[config.mk]
export PLATFORM = sky130hd
export DESIGN_NAME = length_prefix_deframer
export DESIGN_NICKNAME = d
export VERILOG_FILES = /design/src/sv/lpd_pkg.sv /design/src/sv/length_prefix_deframer.sv
export SDC_FILE = /design/constraint.sdc
export NUM_CORES = 1
export LEC_CHECK = 0
export BUFFER_PORTS_ARGS = -buffer_cell sky130_fd_sc_hd__buf_4
export CAP_MARGIN = 10
export CORE_MARGIN = 8
export CORE_UTILIZATION = 30
export DETAILED_ROUTE_END_ITERATION = 7
export SLEW_MARGIN = 30
export SYNTH_ARGS = -nofsm -noshare
export SYNTH_HDL_FRONTEND = slang
export SYNTH_SLANG_ARGS = --single-unit
[constraint.sdc]
create_clock -name i_clk -period 4.7 [get_ports i_clk]
set_input_delay 0.705 -clock i_clk [delete_from_list [all_inputs] [get_ports i_clk]]
set_output_delay 0.705 -clock i_clk [all_outputs]
set_load 0.005 [all_outputs]
[src/sv/lpd_pkg.sv]
// Package for the length-prefix deframer: constants, widths and the result kind codes.
`default_nettype none
package lpd_pkg;

    // Largest payload length that a frame may announce.
    localparam int unsigned MAX_PAYLOAD = 4096;
    // Width of the frame length and payload counters (holds 0..MAX_PAYLOAD).
    localparam int unsigned LEN_W = $clog2(MAX_PAYLOAD + 1);
    // Number of bytes in the length prefix.
    localparam int unsigned HDR_BYTES = 4;

    // Configuration register indexes.
    typedef enum logic {
        CFG_AUTHORIZED     = 1'b0,
        CFG_MAX_UNAUTH_LEN = 1'b1
    } t_cfg_index;

    // Kind of a result transaction.
    typedef enum logic [1:0] {
        KIND_DATA     = 2'd0,
        KIND_OVERFLOW = 2'd1,
        KIND_DESYNC   = 2'd2
    } t_kind;

    // One result item.
    typedef struct packed {
        t_kind      kind;
        logic [7:0] payload_byte;
        logic       frame_last;
    } t_result;

endpackage
`default_nettype wire

[src/sv/length_prefix_deframer.sv]
// Length-prefix deframer: strips 4-byte big-endian length headers from a byte stream.
`default_nettype none
// The block takes one received byte per input transaction and accepts a new byte in
// every unstalled cycle. Each frame starts with a four-byte big-endian signed length; the
// following bytes of the frame leave as data results (kind 0), with frame_last set on
// the final one. Header bytes and zero-length frames produce no result. When the fourth
// header byte arrives the length is checked against the configuration: if the block is
// not authorized, max_unauth_len is non-negative and the length is above it, one
// overflow result (kind 1) is sent; otherwise a negative length or one above
// MAX_PAYLOAD sends one desync result (kind 2). After either error every further byte
// is dropped until reset. A result is registered when its byte is accepted. The output
// side has a result register followed by a one-entry skid stage, so a byte is still
// taken while a result waits; input stall rises only when both are full, and the
// sustained rate is one byte per cycle as long as results are taken.
// Configuration writes take effect at the next edge and are sampled by the length check.
module length_prefix_deframer (
    input  wire logic        i_clk,
    input  wire logic        i_rst_n,
    // Configuration write port.
    input  wire logic        i_cfg_we,
    input  wire logic        i_cfg_index,
    input  wire logic [31:0] i_cfg_data,
    // Received byte channel.
    input  wire logic        i_rx_valid,
    output logic             o_rx_stall,
    input  wire logic [7:0]  i_rx_byte,
    // Result channel.
    output logic             o_out_valid,
    input  wire logic        i_out_stall,
    output logic [1:0]       o_kind,
    output logic [7:0]       o_payload_byte,
    output logic             o_frame_last
);
    import lpd_pkg::*;

    // Configuration registers.
    logic        r_authorized;
    logic [31:0] r_max_unauth_len;

    // Deframer state.
    logic [23:0]      r_hdr_shift;   // Only the low three bytes matter before the fourth.
    logic [1:0]       r_hdr_cnt;
    logic [LEN_W-1:0] r_frame_len;
    logic [LEN_W-1:0] r_pay_cnt;
    logic             r_halted;

    logic [23:0]      n_hdr_shift;
    logic [1:0]       n_hdr_cnt;
    logic [LEN_W-1:0] n_frame_len;
    logic [LEN_W-1:0] n_pay_cnt;
    logic             n_halted;

    // Output register and skid stage.
    logic    r_out_valid;
    t_result r_out;
    logic    r_sk_valid;
    t_result r_sk;

    logic    rx_accept;
    logic    out_take;
    logic    res_valid;
    t_result res;

    logic [31:0]      hdr_len;
    logic [LEN_W-1:0] pay_cnt_inc;
    logic             len_overflow;
    logic             len_desync;

    assign o_rx_stall = r_sk_valid;
    assign rx_accept  = i_rx_valid && !r_sk_valid;
    assign out_take   = r_out_valid && !i_out_stall;

    // The complete length once the fourth byte is in.
    assign hdr_len     = {r_hdr_shift, i_rx_byte};
    assign pay_cnt_inc = r_pay_cnt + LEN_W'(1);

    // Overflow: with a non-negative limit, a negative length can never exceed it,
    // so the signed compare reduces to an unsigned one on the low 31 bits.
    assign len_overflow = !r_authorized && !r_max_unauth_len[31] && !hdr_len[31]
                          && (hdr_len[30:0] > r_max_unauth_len[30:0]);
    assign len_desync   = hdr_len[31] || (hdr_len[30:0] > 31'(MAX_PAYLOAD));

    // Per-byte step: decide the result and the next deframer state.
    always_comb begin
        n_hdr_shift = r_hdr_shift;
        n_hdr_cnt   = r_hdr_cnt;
        n_frame_len = r_frame_len;
        n_pay_cnt   = r_pay_cnt;
        n_halted    = r_halted;
        res_valid   = 1'b0;
        res         = '{kind: KIND_DATA, payload_byte: 8'd0, frame_last: 1'b0};
        if (rx_accept && !r_halted) begin
            if (r_frame_len != '0) begin
                // Payload byte: pass it through, close the frame on the last one.
                res_valid        = 1'b1;
                res.payload_byte = i_rx_byte;
                if (pay_cnt_inc >= r_frame_len) begin
                    res.frame_last = 1'b1;
                    n_frame_len    = '0;
                    n_pay_cnt      = '0;
                end else begin
                    n_pay_cnt = pay_cnt_inc;
                end
            end else if (r_hdr_cnt != 2'(HDR_BYTES - 1)) begin
                n_hdr_shift = {r_hdr_shift[15:0], i_rx_byte};
                n_hdr_cnt   = r_hdr_cnt + 2'd1;
            end else begin
                // Fourth header byte: check the length.
                n_hdr_shift = {r_hdr_shift[15:0], i_rx_byte};
                n_hdr_cnt   = '0;
                n_pay_cnt   = '0;
                if (len_overflow) begin
                    res_valid = 1'b1;
                    res.kind  = KIND_OVERFLOW;
                    n_halted  = 1'b1;
                end else if (len_desync) begin
                    res_valid = 1'b1;
                    res.kind  = KIND_DESYNC;
                    n_halted  = 1'b1;
                end else begin
                    n_frame_len = hdr_len[LEN_W-1:0];
                end
            end
        end
    end

    always_ff @(posedge i_clk) begin
        if (!i_rst_n) begin
            r_authorized     <= 1'b0;
            r_max_unauth_len <= '1;
            r_hdr_shift      <= '0;
            r_hdr_cnt        <= '0;
            r_frame_len      <= '0;
            r_pay_cnt        <= '0;
            r_halted         <= 1'b0;
        end else begin
            if (i_cfg_we) begin
                case (t_cfg_index'(i_cfg_index))
                    CFG_AUTHORIZED:     r_authorized     <= i_cfg_data[0];
                    CFG_MAX_UNAUTH_LEN: r_max_unauth_len <= i_cfg_data;
                    default: ;
                endcase
            end
            r_hdr_shift <= n_hdr_shift;
            r_hdr_cnt   <= n_hdr_cnt;
            r_frame_len <= n_frame_len;
            r_pay_cnt   <= n_pay_cnt;
            r_halted    <= n_halted;
        end
    end

    // Output buffering. While the skid stage is full no byte is accepted, so the
    // only movement is skid into the output register once the output is taken.
    always_ff @(posedge i_clk) begin
        if (!i_rst_n) begin
            r_out_valid <= 1'b0;
            r_sk_valid  <= 1'b0;
        end else if (r_sk_valid) begin
            if (out_take) begin
                r_out_valid <= 1'b1;
                r_sk_valid  <= 1'b0;
            end
        end else if (!r_out_valid || out_take) begin
            r_out_valid <= res_valid;
        end else if (res_valid) begin
            r_sk_valid <= 1'b1;
        end
    end

    always_ff @(posedge i_clk) begin
        if (r_sk_valid) begin
            if (out_take) begin
                r_out <= r_sk;
            end
        end else if (!r_out_valid || out_take) begin
            r_out <= res;
        end else if (res_valid) begin
            r_sk <= res;
        end
    end

    assign o_out_valid    = r_out_valid;
    assign o_kind         = r_out.kind;
    assign o_payload_byte = r_out.payload_byte;
    assign o_frame_last   = r_out.frame_last;

`ifndef NO_ASSERTIONS
    // Only reset leaves the halted state.
    a_halt_sticky: assert property (@(posedge i_clk) disable iff (!i_rst_n)
        r_halted |=> r_halted)
        else $error("halted state cleared without reset");

    // An error result on the output means the deframer has halted.
    a_error_halts: assert property (@(posedge i_clk) disable iff (!i_rst_n)
        (o_out_valid && (o_kind != KIND_DATA)) |-> r_halted)
        else $error("error result without halt");

    // The header is never partly gathered while a payload is in progress.
    a_hdr_idle_in_payload: assert property (@(posedge i_clk) disable iff (!i_rst_n)
        (r_frame_len != '0) |-> (r_hdr_cnt == '0))
        else $error("header count nonzero during payload");

    // The skid stage is only filled behind a waiting output register.
    a_skid_behind_out: assert property (@(posedge i_clk) disable iff (!i_rst_n)
        r_sk_valid |-> r_out_valid)
        else $error("skid stage full with empty output register");
`endif

endmodule
`default_nettype wire

==> out/qor.yml <==
outcome: "complete, no violations"
area_growth_pct: 17.82
p_sw_share_pct: 26.15
ys_warn_count: 0
drt_iter0_markers: 242
start_kind: "flop"
rr_endpoint: "r_frame_len[7]"
drc: 0
cts-htree-levels: 3
ys_top_cells_by_area: "dfxtp_1 33%, edfxtp_1 12%, ha_1 11%"
hold_violations: 0
avgSynthCellArea_um2: 8.899
min_path_type: "reg2reg"
ctsHoldBuffers: 0
synth_ff_type: "dfxtp_1"
cts_root_buffer: "clkbuf_16"
cp-endpoint: "r_frame_len[7]"
cts.path.max_buffers: 2
max-slew-margin-rel_pct: 54.04
antenna_found_initial: 0
grt_pass1_vias: 4134
clkPwrFrac_pct: 39.5
io_buffer_count: 58
grt.overflow.total: 0
r2r.worst_path.cells: 13
timing.rr.start: "r_pay_cnt[0]"
clock_sinks: 110
syn-cell-area_um2: 5393
yosys-top-cells-count: "118 x nand2_1, 88 x dfxtp_1, 50 x inv_1"
die_w_um: 150.1
ant_nets: 0
boundaryPins: 59
routabilityCongestion: 0.7880
vias: 4350
cp_max_fo: 14
p_comb_share_pct: 9.0
seq_power_share_pct: 51.5
final_nets: 746
start_util_pct: 30.33
timing.final.crit_share_pct: 75.92
grt_use_total_pct: 11.83
clock_latency_ns: 0.36
p_sw_uw: 510.3
crit_path_start: "r_pay_cnt[0]"
end_kind: "flop"
worst_slack_ns: 1.132
synthMostInstantiatedCell: "nand2_1"
synth_top_cell_by_area: "dfxtp_1"
yosysSeqAreaShare_pct: 44.92
finalSetupTns_ns: 0
cts_buffers: 9
rsz0062_at_grt: "false"
syn-num-nets: 698
synth_edf_count: 22
cts_tree: "yes"
core_area_um2: 17780
cts_setup_buffers: 0
fp-row-count: 49
cts.clk_slew.worst_paths_ns: 0.08
hpwl_um: 9502
diodes: 0
worst_ep_arrival_time_ns: 3.87
worstMarginPinSlew_ns: 0.6865
fin_skew_ns: 0.01253
drive_above_1_share_pct: 13.20
grt_pass1_wl_um: 21280
syn_inst: 606
first_pass_iters: 5
maxCapViolations: 0
yosysUniqueCellTypes: 46
cellLeakagePower_uw: 0.002811
reg2reg_slack_ns: 1.13
die_area_um2: 22520
powerDensity_nw_per_um2: 307.1
crit_required_ns: 5.00
setup_violations: 0
avgViaCountPerCell: 4.899
slew_viol_final: 0
wl_per_cell_um: 14.72
period_minus_slack_ns: 3.568
synth.ff_latch_count: 110
grt_max_degree: 63
p_int_uw: 1441
wl_um: 13070
post_cts_resized: 0
synth-async-reset-ratio_pct: 0
vdd_ir_drop_max_mv: 0.1819
synth_top_area_share_pct: 32.67
fmax_ghz: 0.2802
critPathKind: "reg2reg"
dpl_worst_slack_ns: 1.175
chipHeight_um: 150.1
==> power by group through the flow <==
stage          registers (uW)  logic [uW]  clock network (uW)
2_1_floorplan            1020         109                   0
3_5_place_dp             1030         177                   0
3_3_place_gp             1030         175                   0
4_1_cts                  1010         177                 793
6_report                 1010         176                 770
5_1_grt                  1010         198                 830
==> layout by cell type, fill, tap and decap left out, drive strengths merged, types with 10 or more instances in the layout <==
cell and n:
nand2 118, dfxtp 88, buf 64, inv 55
a21oi 46, ha 46, o211ai 43, edfxtp 22
nor2 21, o21ai 18, a22o 16, a21o 13
nand3 12, nor3 12, nand4 10
==> per-layer routing <==
layer  wire length, um  vias to the layer above  track usage, %
met4               125                        0           2.849
met1              6568                     1996           16.33
met3               693                       11           2.933
li1                  -                     2254               -
met2              5682                       89           18.11
met5                 0                        -               0
==> worst min-delay path by stage <==
stage,from,to,slack (ns),cells after the start
final,r_hdr_cnt[1],r_hdr_cnt[1],0.47,2
after global routing,r_hdr_cnt[1],r_hdr_cnt[1],0.49,2
after CTS,r_hdr_cnt[1],r_hdr_cnt[1],0.47,2
after detailed placement,r_hdr_cnt[1],r_hdr_cnt[1],0.46,2
after global placement,r_hdr_cnt[1],r_hdr_cnt[1],0.45,2
after floorplan,r_hdr_cnt[1],r_hdr_cnt[1],0.44,2
==> flip-flops by register name, indices dropped and copies added, names as in the netlist <==
register,count
o_frame_last,1
o_kind,2
o_out_valid,1
o_payload_byte,8
o_rx_stall,1
r_authorized,1
r_frame_len,13
r_halted,1
r_hdr_cnt,2
r_hdr_shift,24
r_max_unauth_len,32
r_pay_cnt,13
r_sk,11
==> stage by stage <==
stage / total power [uW] / cell area (um^2) / utilization (%) / hold slack, ns / instances
floorplan: 1130 / 5393 / - / 0.4400 / 606
detailed placement: 1204 / 6055 / 34.05 / 0.4572 / 872
global route: 2036 / 6354 / 35.74 / 0.4908 / 888
CTS: 1976 / 6354 / 35.74 / 0.4684 / 888
global placement: 1202 / 6053 / 34.05 / 0.4481 / 872
finish: 1951 / 6354 / 35.74 / 0.4663 / 888
==> cell families (layout without fill, tap and decap cells) <==
family,after synthesis,count (layout),share of synthesized area [%]
buf+inv,78,131,5.545
fa+ha+maj,46,46,10.67
simple gates,206,206,17.91
mux,1,1,0.1856
compound gates,156,156,19.30
xor+xnor,9,9,1.462
flops,110,110,44.92
==> final cells by class <==
type                       count  area [um^2]
fill                        1845        11430
multi-input combinational    418         2674
sequential                   110         2422
timing repair buffer          64        480.5
tap                          229        286.5
clock buffer                   9        225.2
inverter                      51        191.4
clock inverter                 7        73.82
==> worst max-delay path, cell delays in order, from the launching register on <==
cell and delay [ns]:
dfxtp_1 0.42, ha_1 0.24, nand3_1 0.19, nor3_1 0.39, nand3_1 0.22, xnor2_1 0.22
ha_1 0.27, a21o_1 0.16, a211oi_1 0.24, o21ai_0 0.12, a21oi_1 0.13, buf_4 0.21
o31a_1 0.49, a22o_1 0.22
Note: power is estimated with default switching activity, not from simulation.
